### config.mk
export PLATFORM = sky130hd
export DESIGN_NAME = frame_animation_sequencer_unit_flat
export DESIGN_NICKNAME = d
export VERILOG_FILES = /design/src/rtl/core/fas_pkg.sv /design/src/rtl/core/fas_in_if.sv /design/src/rtl/core/fas_out_if.sv /design/src/rtl/core/fas_mul.sv /design/src/rtl/core/fas_rem.sv /design/src/rtl/core/frame_animation_sequencer_unit.sv /design/src/flat_wrapper.sv
export SDC_FILE = /design/constraint.sdc
export NUM_CORES = 1
export LEC_CHECK = 0
export BUFFER_PORTS_ARGS = -buffer_cell sky130_fd_sc_hd__buf_2
export CAP_MARGIN = 10
export CORE_ASPECT_RATIO = 1.25
export CORE_MARGIN = 2
export CORE_UTILIZATION = 35
export CTS_CLUSTER_DIAMETER = 150
export DETAILED_ROUTE_END_ITERATION = 16
export PLACE_DENSITY = 0.54
export SLEW_MARGIN = 10
export SYNTH_ARGS = -nofsm -noshare
export SYNTH_HDL_FRONTEND = slang
export SYNTH_SLANG_ARGS = --single-unit
### constraint.sdc
create_clock -name i_clk -period 7 [get_ports i_clk]
set_input_delay 0.7 -clock i_clk [delete_from_list [all_inputs] [get_ports i_clk]]
set_output_delay 0.7 -clock i_clk [all_outputs]
set_load 0.05 [all_outputs]
### src/rtl/core/fas_pkg.sv
// Shared types and constants of the frame animation sequencer.
// Depends on nothing; the interfaces, the sequencer unit and the checker import it.
package fas_pkg;

    // Fixed-point layout of the phase: integer frames and fraction bits.
    localparam int FRAC_BITS   = 16;
    localparam int INT_W       = 9;
    localparam int PH_W        = INT_W + FRAC_BITS;
    localparam int MAX_FRAMES  = 256;
    localparam int EVENT_SLOTS = 8;

    // Field widths.
    localparam int OP_W    = 3;
    localparam int DT_W    = 20;
    localparam int FRAME_W = 8;
    localparam int RATE_W  = 16;
    localparam int FCNT_W  = 9;
    localparam int MODE_W  = 2;
    localparam int EVC_W   = $clog2(EVENT_SLOTS + 1);

    // Product of delta_time (Q4.16) and frame_rate (Q8.8) is Q12.24.
    localparam int PROD_W = DT_W + RATE_W;
    localparam int INC_W  = PROD_W - (24 - FRAC_BITS);
    localparam int SUM_W  = INC_W + 1;
    localparam int HI_W   = SUM_W - FRAC_BITS;

    // Configuration port.
    localparam int CFG_IDX_W  = 2;
    localparam int CFG_DATA_W = 16;
    localparam logic [CFG_IDX_W-1:0] CFG_FRAME_COUNT = 2'd0;
    localparam logic [CFG_IDX_W-1:0] CFG_FRAME_RATE  = 2'd1;
    localparam logic [CFG_IDX_W-1:0] CFG_PLAY_MODE   = 2'd2;

    // Play modes; the unused code behaves as loop.
    localparam logic [MODE_W-1:0] MODE_LOOP     = 2'd0;
    localparam logic [MODE_W-1:0] MODE_PINGPONG = 2'd1;
    localparam logic [MODE_W-1:0] MODE_ONCE     = 2'd2;

    typedef enum logic [OP_W-1:0] {
        OP_TICK      = 3'd0,
        OP_PLAY      = 3'd1,
        OP_PAUSE     = 3'd2,
        OP_STOP      = 3'd3,
        OP_SEEK      = 3'd4,
        OP_ADD_EVENT = 3'd5
    } t_op;

endpackage

### src/rtl/core/fas_in_if.sv
// Input channel of the frame animation sequencer: valid/ready plus item fields.
// Depends on fas_pkg.
interface fas_in_if import fas_pkg::*; ();
    logic               valid;
    logic               ready;
    logic [OP_W-1:0]    operation;
    logic [DT_W-1:0]    delta_time;
    logic [FRAME_W-1:0] frame_value;

    modport source (output valid, output operation, output delta_time,
                    output frame_value, input ready);
    modport sink   (input valid, input operation, input delta_time,
                    input frame_value, output ready);
endinterface

### src/rtl/core/fas_out_if.sv
// Result channel of the frame animation sequencer: valid/ready plus result fields.
// Depends on fas_pkg.
interface fas_out_if import fas_pkg::*; ();
    logic                   valid;
    logic                   ready;
    logic [FRAME_W-1:0]     current_frame;
    logic [EVENT_SLOTS-1:0] event_mask;
    logic                   frame_changed;
    logic                   is_playing;
    logic                   is_finished;
    logic [PH_W-1:0]        phase_out;

    modport source (output valid, output current_frame, output event_mask,
                    output frame_changed, output is_playing, output is_finished,
                    output phase_out, input ready);
    modport sink   (input valid, input current_frame, input event_mask,
                    input frame_changed, input is_playing, input is_finished,
                    input phase_out, output ready);
endinterface

### src/rtl/core/fas_mul.sv
// Bit-serial shift-add multiplier: one multiplier bit per cycle, LSB first.
// Standalone.
module fas_mul #(
    parameter int A_W = 20,
    parameter int B_W = 16
) (
    input  logic               i_clk,
    input  logic               i_rst_n,
    input  logic               i_start,
    input  logic [A_W-1:0]     i_a,
    input  logic [B_W-1:0]     i_b,
    output logic               o_done,
    output logic [A_W+B_W-1:0] o_prod
);
    localparam int CNT_W = (B_W > 1) ? $clog2(B_W) : 1;

    logic [A_W-1:0]   r_a;
    logic [A_W-1:0]   r_hi;
    logic [B_W-1:0]   r_lo;
    logic [CNT_W-1:0] r_cnt;
    logic             r_busy;
    logic             r_done;
    logic [A_W:0]     w_sum;

    // Partial sum of the high half; its LSB shifts into the low half.
    assign w_sum = {1'b0, r_hi} + (r_lo[0] ? {1'b0, r_a} : {(A_W+1){1'b0}});

    always_ff @(posedge i_clk) begin
        if (!i_rst_n) begin
            r_busy <= 1'b0;
            r_done <= 1'b0;
            r_cnt  <= '0;
        end else begin
            r_done <= 1'b0;
            if (i_start) begin
                r_busy <= 1'b1;
                r_cnt  <= '0;
            end else if (r_busy) begin
                r_cnt <= r_cnt + 1'b1;
                if (r_cnt == CNT_W'(B_W - 1)) begin
                    r_busy <= 1'b0;
                    r_done <= 1'b1;
                end
            end
        end
    end

    always_ff @(posedge i_clk) begin
        if (i_start) begin
            r_a  <= i_a;
            r_hi <= '0;
            r_lo <= i_b;
        end else if (r_busy) begin
            r_hi <= w_sum[A_W:1];
            r_lo <= {w_sum[0], r_lo[B_W-1:1]};
        end
    end

    assign o_done = r_done;
    assign o_prod = {r_hi, r_lo};
endmodule

### src/rtl/core/fas_rem.sv
// Bit-serial restoring remainder: one dividend bit per cycle, MSB first.
// Standalone. Divisor must be nonzero.
module fas_rem #(
    parameter int D_W = 13,
    parameter int V_W = 9
) (
    input  logic           i_clk,
    input  logic           i_rst_n,
    input  logic           i_start,
    input  logic [D_W-1:0] i_dividend,
    input  logic [V_W-1:0] i_divisor,
    output logic           o_done,
    output logic [V_W-1:0] o_rem
);
    localparam int CNT_W = (D_W > 1) ? $clog2(D_W) : 1;

    logic [D_W-1:0]   r_q;
    logic [V_W-1:0]   r_d;
    logic [V_W-1:0]   r_r;
    logic [CNT_W-1:0] r_cnt;
    logic             r_busy;
    logic             r_done;
    logic [V_W:0]     w_trial;
    logic [V_W:0]     w_diff;
    logic             w_ge;

    assign w_trial = {r_r, r_q[D_W-1]};
    assign w_ge    = w_trial >= {1'b0, r_d};
    assign w_diff  = w_trial - {1'b0, r_d};

    always_ff @(posedge i_clk) begin
        if (!i_rst_n) begin
            r_busy <= 1'b0;
            r_done <= 1'b0;
            r_cnt  <= '0;
        end else begin
            r_done <= 1'b0;
            if (i_start) begin
                r_busy <= 1'b1;
                r_cnt  <= '0;
            end else if (r_busy) begin
                r_cnt <= r_cnt + 1'b1;
                if (r_cnt == CNT_W'(D_W - 1)) begin
                    r_busy <= 1'b0;
                    r_done <= 1'b1;
                end
            end
        end
    end

    // Without a subtract the trial is below the divisor, so it fits V_W bits.
    always_ff @(posedge i_clk) begin
        if (i_start) begin
            r_q <= i_dividend;
            r_d <= i_divisor;
            r_r <= '0;
        end else if (r_busy) begin
            r_q <= {r_q[D_W-2:0], 1'b0};
            r_r <= w_ge ? w_diff[V_W-1:0] : w_trial[V_W-1:0];
        end
    end

    assign o_done = r_done;
    assign o_rem  = r_r;
endmodule

### src/rtl/core/frame_animation_sequencer_unit.sv
// Frame animation sequencer: non-tick items and ignored ticks go from the input beat
// through the push state, which waits for a free output register; a running tick first
// runs the serial multiply, then the serial remainder when the phase wraps, then finish.
// One item is in flight at a time; input ready returns in the same cycle in which
// the result appears in the output register. Reset is synchronous, active low:
// phase, frame, flags and event count clear; config returns to 1 frame, 1.0 fps, loop.
module frame_animation_sequencer_unit import fas_pkg::*; (
    input  logic                  i_clk,
    input  logic                  i_rst_n,
    input  logic                  i_cfg_we,
    input  logic [CFG_IDX_W-1:0]  i_cfg_idx,
    input  logic [CFG_DATA_W-1:0] i_cfg_data,
    fas_in_if.sink                i_in,
    fas_out_if.source             o_out
);
    typedef enum logic [4:0] {
        S_IDLE = 5'b00001,
        S_MUL  = 5'b00010,
        S_DIV  = 5'b00100,
        S_FIN  = 5'b01000,
        S_PUSH = 5'b10000
    } t_state;

    t_state r_state, n_state;

    // Configuration.
    logic [FCNT_W-1:0] r_fcount;
    logic [RATE_W-1:0] r_rate;
    logic [MODE_W-1:0] r_mode;

    // Sequencer state.
    logic [PH_W-1:0]      r_phase;
    logic [FRAME_W-1:0]   r_frame;
    logic                 r_play;
    logic                 r_fin;
    logic [FRAME_W-1:0]   r_ev [EVENT_SLOTS];
    logic [EVC_W-1:0]     r_evcnt;
    logic                 r_wrap;
    logic [FRAC_BITS-1:0] r_lo;
    logic [EVENT_SLOTS-1:0] r_mask;
    logic                 r_chg;

    // Output register.
    logic                   r_ov;
    logic [FRAME_W-1:0]     r_o_frame;
    logic [EVENT_SLOTS-1:0] r_o_mask;
    logic                   r_o_chg;
    logic                   r_o_play;
    logic                   r_o_fin;
    logic [PH_W-1:0]        r_o_phase;

    logic                 w_accept;
    t_op                  w_op;
    logic                 w_run_tick;
    logic [FCNT_W-1:0]    w_n;
    logic [FCNT_W-1:0]    w_n_m1;
    logic [FCNT_W-1:0]    w_period;
    logic                 w_pp;
    logic                 w_once;
    logic                 w_mul_done;
    logic [PROD_W-1:0]    w_prod;
    logic [INC_W-1:0]     w_inc;
    logic [SUM_W-1:0]     w_sum;
    logic [HI_W-1:0]      w_sum_hi;
    logic                 w_rem_start;
    logic                 w_rem_done;
    logic [INT_W-1:0]     w_rem;
    logic [INT_W-1:0]     w_raw;
    logic [FRAME_W-1:0]   w_next;
    logic                 w_fin_chg;
    logic [EVENT_SLOTS-1:0] w_fin_mask;
    logic [FRAME_W-1:0]   w_seek;
    logic                 w_add_ok;
    logic                 w_out_free;

    assign w_accept   = i_in.valid && i_in.ready;
    assign w_op       = t_op'(i_in.operation);
    assign w_run_tick = (w_op == OP_TICK) && r_play && (i_in.delta_time != '0)
                        && (r_rate != '0);
    assign w_out_free = !r_ov || o_out.ready;

    // Effective frame count and wrap period in whole frames.
    always_comb begin
        if (r_fcount == '0) begin
            w_n = FCNT_W'(1);
        end else if (r_fcount > FCNT_W'(MAX_FRAMES)) begin
            w_n = FCNT_W'(MAX_FRAMES);
        end else begin
            w_n = r_fcount;
        end
    end
    assign w_n_m1   = w_n - 1'b1;
    assign w_pp     = (r_mode == MODE_PINGPONG);
    assign w_once   = (r_mode == MODE_ONCE);
    assign w_period = w_pp ? {w_n_m1[FCNT_W-2:0], 1'b0} : w_n;

    fas_mul #(.A_W(DT_W), .B_W(RATE_W)) u_fas_mul (
        .i_clk   (i_clk),
        .i_rst_n (i_rst_n),
        .i_start (w_accept && w_run_tick),
        .i_a     (i_in.delta_time),
        .i_b     (r_rate),
        .o_done  (w_mul_done),
        .o_prod  (w_prod)
    );

    assign w_inc    = w_prod[PROD_W-1 -: INC_W];
    assign w_sum    = SUM_W'(r_phase) + SUM_W'(w_inc);
    assign w_sum_hi = w_sum[SUM_W-1:FRAC_BITS];

    // The period has a zero fraction, so only the integer part is reduced.
    assign w_rem_start = (r_state == S_MUL) && w_mul_done && !w_once
                         && !(w_pp && (w_n == FCNT_W'(1)))
                         && (w_sum_hi >= HI_W'(w_period));

    fas_rem #(.D_W(HI_W), .V_W(INT_W)) u_fas_rem (
        .i_clk      (i_clk),
        .i_rst_n    (i_rst_n),
        .i_start    (w_rem_start),
        .i_dividend (w_sum_hi),
        .i_divisor  (w_period),
        .o_done     (w_rem_done),
        .o_rem      (w_rem)
    );

    // Fold the integer phase into a frame index; loop phase is already below N.
    assign w_raw = r_phase[PH_W-1:FRAC_BITS];
    always_comb begin
        if (w_n == FCNT_W'(1)) begin
            w_next = '0;
        end else if (w_pp) begin
            w_next = (w_raw < w_n) ? w_raw[FRAME_W-1:0]
                                   : FRAME_W'(w_period - w_raw);
        end else if (w_once) begin
            w_next = (w_raw >= w_n) ? w_n_m1[FRAME_W-1:0] : w_raw[FRAME_W-1:0];
        end else begin
            w_next = w_raw[FRAME_W-1:0];
        end
        w_fin_chg = (w_next != r_frame) || r_wrap;
        for (int i = 0; i < EVENT_SLOTS; i++) begin
            w_fin_mask[i] = w_fin_chg && (EVC_W'(i) < r_evcnt) && (r_ev[i] == w_next);
        end
    end

    assign w_seek   = ({1'b0, i_in.frame_value} >= w_n) ? w_n_m1[FRAME_W-1:0]
                                                         : i_in.frame_value;
    assign w_add_ok = ({1'b0, i_in.frame_value} < w_n)
                      && (r_evcnt < EVC_W'(EVENT_SLOTS));

    always_comb begin
        n_state = r_state;
        unique case (r_state)
            S_IDLE: if (w_accept) n_state = w_run_tick ? S_MUL : S_PUSH;
            S_MUL: begin
                if (w_mul_done) n_state = w_rem_start ? S_DIV : S_FIN;
            end
            S_DIV:  if (w_rem_done) n_state = S_FIN;
            S_FIN:  n_state = S_PUSH;
            S_PUSH: if (w_out_free) n_state = S_IDLE;
            default: n_state = S_IDLE;
        endcase
    end

    assign i_in.ready = (r_state == S_IDLE);

    always_ff @(posedge i_clk) begin
        if (!i_rst_n) begin
            r_state  <= S_IDLE;
            r_fcount <= FCNT_W'(1);
            r_rate   <= RATE_W'(256);
            r_mode   <= MODE_LOOP;
            r_phase  <= '0;
            r_frame  <= '0;
            r_play   <= 1'b0;
            r_fin    <= 1'b0;
            r_evcnt  <= '0;
            r_wrap   <= 1'b0;
            r_mask   <= '0;
            r_chg    <= 1'b0;
            r_ov     <= 1'b0;
        end else begin
            r_state <= n_state;

            if (i_cfg_we) begin
                unique case (i_cfg_idx)
                    CFG_FRAME_COUNT: r_fcount <= i_cfg_data[FCNT_W-1:0];
                    CFG_FRAME_RATE:  r_rate   <= i_cfg_data[RATE_W-1:0];
                    CFG_PLAY_MODE:   r_mode   <= i_cfg_data[MODE_W-1:0];
                    default: ;
                endcase
            end

            if ((r_state == S_IDLE) && w_accept) begin
                r_mask <= '0;
                r_chg  <= 1'b0;
                unique case (w_op)
                    OP_TICK: ;
                    OP_PLAY: begin
                        if (r_fin && w_once) begin
                            r_phase <= '0;
                            r_frame <= '0;
                            r_fin   <= 1'b0;
                        end
                        r_play <= 1'b1;
                    end
                    OP_PAUSE: r_play <= 1'b0;
                    OP_STOP: begin
                        r_play  <= 1'b0;
                        r_phase <= '0;
                        r_frame <= '0;
                        r_fin   <= 1'b0;
                    end
                    OP_SEEK: begin
                        r_frame <= w_seek;
                        r_phase <= {1'b0, w_seek, {FRAC_BITS{1'b0}}};
                        r_fin   <= 1'b0;
                    end
                    OP_ADD_EVENT: if (w_add_ok) r_evcnt <= r_evcnt + 1'b1;
                    default: ;
                endcase
            end

            if ((r_state == S_MUL) && w_mul_done) begin
                r_wrap <= w_rem_start;
                priority if (w_once) begin
                    if (w_sum_hi >= HI_W'(w_n)) begin
                        r_phase <= {w_n, {FRAC_BITS{1'b0}}};
                        r_fin   <= 1'b1;
                        r_play  <= 1'b0;
                    end else begin
                        r_phase <= w_sum[PH_W-1:0];
                    end
                end else if (w_pp && (w_n == FCNT_W'(1))) begin
                    r_phase <= (|w_sum[SUM_W-1:PH_W]) ? {PH_W{1'b1}} : w_sum[PH_W-1:0];
                end else if (!w_rem_start) begin
                    r_phase <= w_sum[PH_W-1:0];
                end else begin
                    r_lo <= w_sum[FRAC_BITS-1:0];
                end
            end

            if ((r_state == S_DIV) && w_rem_done) begin
                r_phase <= {w_rem, r_lo};
            end

            if (r_state == S_FIN) begin
                r_frame <= w_next;
                r_mask  <= w_fin_mask;
                r_chg   <= w_fin_chg;
            end

            if ((r_state == S_PUSH) && w_out_free) begin
                r_ov <= 1'b1;
            end else if (o_out.ready) begin
                r_ov <= 1'b0;
            end
        end
    end

    // Event slots: written in fill order, no reset.
    always_ff @(posedge i_clk) begin
        for (int i = 0; i < EVENT_SLOTS; i++) begin
            if ((r_state == S_IDLE) && w_accept && (w_op == OP_ADD_EVENT) && w_add_ok
                && (r_evcnt == EVC_W'(i))) begin
                r_ev[i] <= i_in.frame_value;
            end
        end
    end

    // Result beat payload.
    always_ff @(posedge i_clk) begin
        if ((r_state == S_PUSH) && w_out_free) begin
            r_o_frame <= r_frame;
            r_o_mask  <= r_mask;
            r_o_chg   <= r_chg;
            r_o_play  <= r_play;
            r_o_fin   <= r_fin;
            r_o_phase <= r_phase;
        end
    end

    assign o_out.valid         = r_ov;
    assign o_out.current_frame = r_o_frame;
    assign o_out.event_mask    = r_o_mask;
    assign o_out.frame_changed = r_o_chg;
    assign o_out.is_playing    = r_o_play;
    assign o_out.is_finished   = r_o_fin;
    assign o_out.phase_out     = r_o_phase;
endmodule

### src/flat_wrapper.sv
// flat-port wrapper written by rule: the top's interface ports become plain ports
module frame_animation_sequencer_unit_flat import fas_pkg::*;
  (i_clk, i_rst_n, i_cfg_we, i_cfg_idx, i_cfg_data, i_in_valid, i_in_operation, i_in_delta_time, i_in_frame_value, i_in_ready, o_out_valid, o_out_current_frame, o_out_event_mask, o_out_frame_changed, o_out_is_playing, o_out_is_finished, o_out_phase_out, o_out_ready);
  fas_in_if i_in_i ();
  fas_out_if o_out_i ();
  input  logic i_clk;
  input  logic i_rst_n;
  input  logic i_cfg_we;
  input  logic [CFG_IDX_W-1:0] i_cfg_idx;
  input  logic [CFG_DATA_W-1:0] i_cfg_data;
  input wire logic [$bits(i_in_i.valid)-1:0] i_in_valid;
  input wire logic [$bits(i_in_i.operation)-1:0] i_in_operation;
  input wire logic [$bits(i_in_i.delta_time)-1:0] i_in_delta_time;
  input wire logic [$bits(i_in_i.frame_value)-1:0] i_in_frame_value;
  output wire logic [$bits(i_in_i.ready)-1:0] i_in_ready;
  output wire logic [$bits(o_out_i.valid)-1:0] o_out_valid;
  output wire logic [$bits(o_out_i.current_frame)-1:0] o_out_current_frame;
  output wire logic [$bits(o_out_i.event_mask)-1:0] o_out_event_mask;
  output wire logic [$bits(o_out_i.frame_changed)-1:0] o_out_frame_changed;
  output wire logic [$bits(o_out_i.is_playing)-1:0] o_out_is_playing;
  output wire logic [$bits(o_out_i.is_finished)-1:0] o_out_is_finished;
  output wire logic [$bits(o_out_i.phase_out)-1:0] o_out_phase_out;
  input wire logic [$bits(o_out_i.ready)-1:0] o_out_ready;
  assign i_in_i.valid = i_in_valid;
  assign i_in_i.operation = i_in_operation;
  assign i_in_i.delta_time = i_in_delta_time;
  assign i_in_i.frame_value = i_in_frame_value;
  assign i_in_ready = i_in_i.ready;
  assign o_out_valid = o_out_i.valid;
  assign o_out_current_frame = o_out_i.current_frame;
  assign o_out_event_mask = o_out_i.event_mask;
  assign o_out_frame_changed = o_out_i.frame_changed;
  assign o_out_is_playing = o_out_i.is_playing;
  assign o_out_is_finished = o_out_i.is_finished;
  assign o_out_phase_out = o_out_i.phase_out;
  assign o_out_i.ready = o_out_ready;
  frame_animation_sequencer_unit u_core (.i_clk(i_clk), .i_rst_n(i_rst_n), .i_cfg_we(i_cfg_we), .i_cfg_idx(i_cfg_idx), .i_cfg_data(i_cfg_data), .i_in(i_in_i), .o_out(o_out_i));
endmodule
Word level (Yosys, flattened, before mapping)
Memories as Yosys holds them, arrays and structs flattened.
Cells that the tools add are included.
- register bits after elaboration: 241
- bits in latches: 0
- RAM bits: 64
- ROM bits: 0
- input bits: 54
- logic and storage cells: 277
- memories: 1
- memories (memory ; depth ; width ; rd ports ; clocked after memory_dff ; wr ports ; RTL line ; source):
    u_core.r_ev ; 8 ; 8 ; 8 ; 0 ; 1 ; frame_animation_sequencer_unit.sv:36 ; logic [FRAME_W-1:0] r_ev [EVENT_SLOTS];
- add/sub/neg operators: 8
- multipliers: 0
- divide/modulo/power cells: 0
- order comparisons: 17
- eq/ne operators: 38
- shifts and indexed selects: 0
- muxes and demuxes: 98
- bitwise operators: 5
- reductions and logical operators: 78
- operator list (operator ; number):
    25-bit 2-to-1 mux ; 9
    8-bit 2-to-1 mux ; 18
    25-bit case mux with 3 select lines ; 1
    8-bit equality test ; 8
    8-bit OR reduction ; 7
    1-bit 2-to-1 mux ; 44
    1-bit logical AND ; 41
    9-bit 2-to-1 mux ; 4
    16-bit 2-to-1 mux ; 2
    25-bit by 28-bit adder with 29-bit output ; 1
    13-bit by 9-bit greater-or-equal comparator with 1-bit output ; 2
    13-bit 2-to-1 mux ; 2
    5-bit 2-to-1 mux ; 5
    5-bit case mux with 5 select lines ; 1
    8-bit case mux with 3 select lines ; 1
    20-bit by 21-bit adder with 21-bit output ; 1
    3-bit 2-to-1 mux ; 7
    20-bit 2-to-1 mux ; 1
    20-bit nonzero test ; 1
    4-bit by 3-bit equality test with 1-bit output (second input constant) ; 4
    3-bit by 4-bit less-than comparator with 1-bit output (first input constant) ; 4
    16-bit nonzero test ; 1
    4-bit by 1-bit adder with 4-bit output (second input constant) ; 3
    10-bit by 9-bit greater-or-equal comparator with 1-bit output ; 1
    47 further kinds ; 75

Logic depth before layout (Yosys ltp)
- word-level depth: 17
- depth in mapped cells: 24

By module
From an unflattened synthesis, not the netlist that was laid out.
- cell total of the unflattened synthesis: 1720
- area, all modules: 17456.7 sq um
- by module, submodules not included (module ; instances ; cells an instance ; area each (sq um) ; sequential area each (sq um)):
    frame_animation_sequencer_unit ; 1 ; 1244 ; 12233.0 ; 5365.1
    fas_mul ; 1 ; 307 ; 3330.7 ; 1601.5
    fas_rem ; 1 ; 169 ; 1893.1 ; 960.9

Least setup slack after synthesis
OpenSTA, ideal clock, no wires.
- path type: flip-flop to flip-flop
- from: register u_core.u_fas_mul.r_lo[8]
- to: register u_core.r_lo[0] (enable)
- library setup time: 388 ps
- data arrival time: 4496 ps
- path slack: 2116 ps
- stages on the path, launching flop included: 23
- buffers on the path: 2
- path through: edfxtp_1 ha_1 inv_1 fa_1 nand2b_1 a21oi_1 o211ai_1 o21bai_1 a31oi_1 o21bai_1 a21oi_1 xnor2_1 ha_1 a31oi_1 a21oi_1 o21ai_0 a21o_1 and3_1 nor2_2 nand3_1 buf_2 buf_2 nor2_1
- word-level cells in the longest chain between the ends: 4
- ends and longest elaborated chain (what ; RTL line ; source):
    start: declaration ; fas_mul.sv:19 ; logic [B_W-1:0] r_lo;
    start signal: assignment ; fas_mul.sv:52 ; r_lo <= i_b;
    start signal: assignment ; fas_mul.sv:55 ; r_lo <= {w_sum[0], r_lo[B_W-1:1]};
    25-bit by 28-bit adder with 29-bit output ; frame_animation_sequencer_unit.sv:108 ; assign w_sum = SUM_W'(r_phase) + SUM_W'(w_inc);
    13-bit by 9-bit greater-or-equal comparator with 1-bit output ; frame_animation_sequencer_unit.sv:114 ; && (w_sum_hi >= HI_W'(w_period));
    1-bit logical AND ; frame_animation_sequencer_unit.sv:114 ;
    5-bit AND reduction (no source line) ; -- ;
    end signal: assignment ; frame_animation_sequencer_unit.sv:238 ; r_lo <= w_sum[FRAC_BITS-1:0];
    end: declaration ; frame_animation_sequencer_unit.sv:39 ; logic [FRAC_BITS-1:0] r_lo;
No other way between the ends.
A chain may end at the register's enable or synchronous reset.

Worst setup path after layout
- from: register u_core.u_fas_mul.r_lo[8]
- to: register u_core.r_phase[2]
- word-level cells in the longest chain between the ends: 8
- ends and longest elaborated chain (what ; RTL line ; source):
    25-bit by 28-bit adder with 29-bit output * ; frame_animation_sequencer_unit.sv:108 ;
    13-bit by 9-bit greater-or-equal comparator with 1-bit output ; frame_animation_sequencer_unit.sv:114 ;
    1-bit logical AND ; frame_animation_sequencer_unit.sv:114 ;
    25-bit 2-to-1 mux ; frame_animation_sequencer_unit.sv:235 ; end else if (!w_rem_start) begin
    25-bit 2-to-1 mux ; frame_animation_sequencer_unit.sv:233 ; end else if (w_pp && (w_n == FCNT_W'(1))) begin
    25-bit 2-to-1 mux * ; frame_animation_sequencer_unit.sv:225 ; priority if (w_once) begin
    25-bit 2-to-1 mux * ; frame_animation_sequencer_unit.sv:223 ; if ((r_state == S_MUL) && w_mul_done) begin
    25-bit 2-to-1 mux * ; frame_animation_sequencer_unit.sv:242 ; if ((r_state == S_DIV) && w_rem_done) begin
    end signal: assignment ; frame_animation_sequencer_unit.sv:227 ; r_phase <= {w_n, {FRAC_BITS{1'b0}}};
    end signal: assignment ; frame_animation_sequencer_unit.sv:234 ; r_phase <= (|w_sum[SUM_W-1:PH_W]) ? {PH_W{1'b1}} : w_sum[PH_W-1:0];
    end signal: assignment ; frame_animation_sequencer_unit.sv:243 ; r_phase <= {w_rem, r_lo};
    end: declaration ; frame_animation_sequencer_unit.sv:32 ; logic [PH_W-1:0] r_phase;
Mark *: on every way between the ends. The rest lies on a longest branch, timed or not.

==> metrics list <==
- The run finished with clean final reports.
- The die is 253 microns tall.
- TritonCTS Buffers: 36
* Clock net sink count: 305
- TritonCTS built the clock tree.
- Each instance of the synthesized netlist takes up on average 9.85 sq um.
- Net Count, Synth: 1932
- The count of nets left with antenna violations once routing finished came out at 0.
- The die covers 51600 sq um.
- DRC violations left: 0
- Of all nets on the critical path, the largest fanout is 29.
* Time the final worst path needs with I/O delays and setup: 5950 ps
- Topmost layer with routed signal wires: met4
* Primary flip-flop cell chosen by synthesis mapping: sky130_fd_sc_hd__edfxtp_1
* Number of enable flip-flop cells after synthesis: 182
- Initial DRC Count: 954
* Top delay family on crit path: compound AO/OA/AOI/OAI gates
* Core region area: 49300 sq um
* First-pass GRT wire length: 81.5 mm
- In this run the tightest slew margin relative to its limit is 0.205.
* Most common cell on crit path: sky130_fd_sc_hd__a21oi_1
* CP Data Arrival Time: 6430 ps
- Number of iterations in the first detailed-routing pass: 7
- Clock latency at the later pin of the worst-skew pair: 550 ps
- For this run the aggregate overflow at the end of global routing stands at 0.
- Pin count of the biggest net entering global routing: 59
* Site row count: 91
- Detailed routing placed a total of 2.60 mm of wire on met3.
* Fraction of the yosys area taken by sequential cells: 0.455
* Crit path capture type: register
- Final weighted congestion of routability-driven global placement: 0.898
* Number of gates resized after CTS: 0
- In the routed layout, each cell is associated on average with a via count of 5.58.
* Asr flop ratio synth: 0
- Max Fclk: 168 MHz
* Diode count: 0
* Post-route insts no fill: 2537
- Cell total after placement: 2473
- Vias after detailed routing: 14153
* Total wire length after detailed routing: 54.2 mm
- The cell area that synthesis handed to floorplanning was 17400 sq um.
- Setup violations remaining at the end of the flow were counted as 0.
- Synthesis handed over a netlist of 1770 instances.
- Width of the die: 204 microns
- Final net count: 2022
* Register bit total from synthesis: 305
- Relative to the synthesized area, the layout overhead comes to 13.4%.
* Cell Chain, Critical Path: ha_1, inv_1, fa_1, nand2b_1, a21oi_1, o211ai_1, o21bai_1, a31oi_1, o21bai_1, a21oi_1, xnor2_1, ha_1, a31oi_1, a21oi_1, o21ai_0, a21oi_1, a2111oi_2, nor2_2, nand3_1, inv_2, mux2_1, o22ai_1
- Setup repair after global routing left no endpoint under its margin.
- In the final routed layout, each cell accounts on average for 21.4 microns.
- Warnings, synthesis: 0
- The slowest stage of the critical path is the sky130_fd_sc_hd__a2111oi_2 cell.
- Type of the tightest min-delay check: input port to register
- Startpoint type of the worst setup path: register
- Largest buffer count on any clock path: 3
* Transition time of the tightest slew-check pin: 1190 ps
- Post-Route Setup TNS: 0 ps
- The number of different library cells used by synthesis comes to 99.
* Initial standard-cell utilization of the core: 0.354
- Final hold violation count: 0
- VDD sags by at most 0.209 mV.
- Amount of wire on met2 after detailed routing: 27.9 mm
* Max-cap violation count: 0
* Pwr dens: 243 nW/um^2
* Worst Setup Slack post-DPL: 1170 ps
* Total number of H-tree levels: 2
* Hold buffer count at cts: 0
* Clk Tree Root Cell: sky130_fd_sc_hd__clkbuf_16
* Fin worst setup slack: 1050 ps
* Number of buffers added for setup after CTS: 0
- Tcrit/Tclk final: 0.850
- Worst path buffer plus inverter count: 2
- Antenna violations before repair: 1
- Number of max-slew violations in the final report: 0
* IO buf count: 99
- Data on the critical path is required at its endpoint by 7480 ps.
- Pin placement for this block handled 100 I/O pins.
* Half-perimeter wire length after detailed placement: 40.0 mm
- In this design, the stage delay of the slowest critical-path cell is 490 ps.
- Category of the most critical setup path: register to register
- Of the cells placed in the final design, the portion with a size suffix greater than 1 is 0.121.
- Leakage component of the power: 0.00745 uW
- Across every metal layer, demand over resource in global routing totals 0.207.
- Post-route met1 wirelength: 21.2 mm
* Largest clock skew in the final design: 15.3 ps
- Number of global-route vias before repair: 13884
* Clock edge transition at the registers on the reported setup and hold paths: 60 ps
==> metal layers <==
layer  GRT usage  vias to the layer above
met4      0.0911                        0
met2       0.382                      415
li1            -                     6753
met3      0.0342                      146
met1       0.235                     6839
met5           0                        -
==> kinds of logic (layout without fill, tap and decap cells) <==
| group | count (synthesis) | after routing | share of synthesized area |
|---|---|---|---|
| AO/OA/AOI/OAI | 465 | 465 | 0.177 |
| multiplexers | 69 | 69 | 0.0420 |
| adder cells (fa/ha/maj) | 108 | 108 | 0.0793 |
| buffers and inverters | 136 | 252 | 0.0316 |
| XOR/XNOR | 97 | 97 | 0.0492 |
| AND/OR/NAND/NOR | 590 | 590 | 0.166 |
| flip-flops | 305 | 305 | 0.455 |
==> power by group <==
part	internal, uW	leakage (uW)	switching (uW)
logic	345	0.00421	589
registers	1960	0.00268	69.4
clock network	1080	0.000566	763
==> sequential cells by signal (all words and copies together) (netlist names), 2 cells and up <==
signal and count:
u_core.r_lo 16, u_core.u_fas_mul.r_lo 16, u_core.u_fas_mul.r_a 20, u_core.r_ev 64, u_core.r_frame 8, u_core.r_evcnt 4, u_core.r_state 5, u_core.o_out.current_frame 8
u_core.o_out.event_mask 8, u_core.r_mode 2, u_core.u_fas_rem.r_d 9, u_core.r_fcount 9, u_core.r_rate 16, u_core.u_fas_rem.o_rem 9, u_core.u_fas_rem.r_q 13, u_core.r_mask 8
u_core.r_phase 25, u_core.o_out.phase_out 25, u_core.u_fas_mul.r_hi 20, u_core.u_fas_rem.r_cnt 4, u_core.u_fas_mul.r_cnt 4
==> stage by stage <==
stage	area [sq um]	hold WS [ps]	utilization	total power, uW
global placement	18600	414	0.378	2980
detailed placement	18600	418	0.378	2990
CTS	19800	301	0.401	4840
floorplan	17400	408	-	2720
global route	19800	314	0.401	5030
finish	19800	337	0.401	4800
==> layout make-up <==
class                      count  area, sq um
clock buffer                  52         1040
clock inverter                12          106
fill                        4907        29500
inverter                      70          263
multi-input combinational   1329         8970
sequential                   305         7930
tap                          651          815
timing repair buffer         118          638
==> placed cells by master, fill, tap and decap left out, drive strengths merged, types with 19 or more instances in the layout <==
cell type,count
and2,34
nor3,40
nand4,26
buf,118
mux2i,49
dfxtp,123
o21ai,100
nand3,40
edfxtp,182
a211oi,35
nor2b,19
mux2,20
inv,71
xnor2,62
xor2,35
a21oi,132
ha,104
a21o,28
nand2b,30
nor2,167
clkbuf,52
nand2,155
==> synth_stat cells, types with 7 or more instances <==
cell | n | share of area
sky130_fd_sc_hd__a2111oi_0 | 7 | 0.0035
sky130_fd_sc_hd__a211oi_1 | 34 | 0.015
sky130_fd_sc_hd__a21o_1 | 28 | 0.012
sky130_fd_sc_hd__a21oi_1 | 130 | 0.037
sky130_fd_sc_hd__a221oi_1 | 12 | 0.0060
sky130_fd_sc_hd__a311oi_1 | 7 | 0.0035
sky130_fd_sc_hd__a31oi_1 | 17 | 0.0061
sky130_fd_sc_hd__and2_1 | 33 | 0.012
sky130_fd_sc_hd__and3_1 | 18 | 0.0065
sky130_fd_sc_hd__buf_1 | 8 | 0.0017
sky130_fd_sc_hd__buf_2 | 14 | 0.0040
sky130_fd_sc_hd__clkbuf_1 | 39 | 0.0084
sky130_fd_sc_hd__dfxtp_1 | 123 | 0.14
sky130_fd_sc_hd__edfxtp_1 | 182 | 0.31
sky130_fd_sc_hd__ha_1 | 104 | 0.075
sky130_fd_sc_hd__inv_1 | 67 | 0.014
sky130_fd_sc_hd__mux2_2 | 16 | 0.010
sky130_fd_sc_hd__mux2i_1 | 47 | 0.027
sky130_fd_sc_hd__nand2_1 | 153 | 0.033
sky130_fd_sc_hd__nand2b_1 | 30 | 0.011
sky130_fd_sc_hd__nand3_1 | 40 | 0.011
sky130_fd_sc_hd__nand4_1 | 26 | 0.0093
sky130_fd_sc_hd__nor2_1 | 162 | 0.035
sky130_fd_sc_hd__nor2b_1 | 19 | 0.0068
sky130_fd_sc_hd__nor3_1 | 39 | 0.011
sky130_fd_sc_hd__nor4_1 | 16 | 0.0057
sky130_fd_sc_hd__o211ai_1 | 16 | 0.0069
sky130_fd_sc_hd__o21a_1 | 15 | 0.0065
sky130_fd_sc_hd__o21ai_0 | 79 | 0.023
sky130_fd_sc_hd__o21ai_1 | 20 | 0.0057
sky130_fd_sc_hd__o221ai_1 | 8 | 0.0040
sky130_fd_sc_hd__o22ai_1 | 10 | 0.0036
sky130_fd_sc_hd__o31ai_1 | 13 | 0.0056
sky130_fd_sc_hd__or3_1 | 11 | 0.0039
sky130_fd_sc_hd__xnor2_1 | 61 | 0.031
sky130_fd_sc_hd__xor2_1 | 35 | 0.018
==> path summary, 6_finish.rpt <==
kind / startpoint / endpoint / slack (ps) / cells after the start
worst min-delay path: i_in_delta_time[14] / u_core.u_fas_mul.r_a[14] / 340 / 1
worst min register to register: u_core.r_mask[1] / u_core.o_out.event_mask[1] / 430 / 0
worst max register to register: u_core.u_fas_mul.r_lo[8] / u_core.r_phase[2] / 1050 / 22
worst max-delay path: u_core.u_fas_mul.r_lo[8] / u_core.r_phase[2] / 1050 / 22
Power figures use the tool's default switching activity.
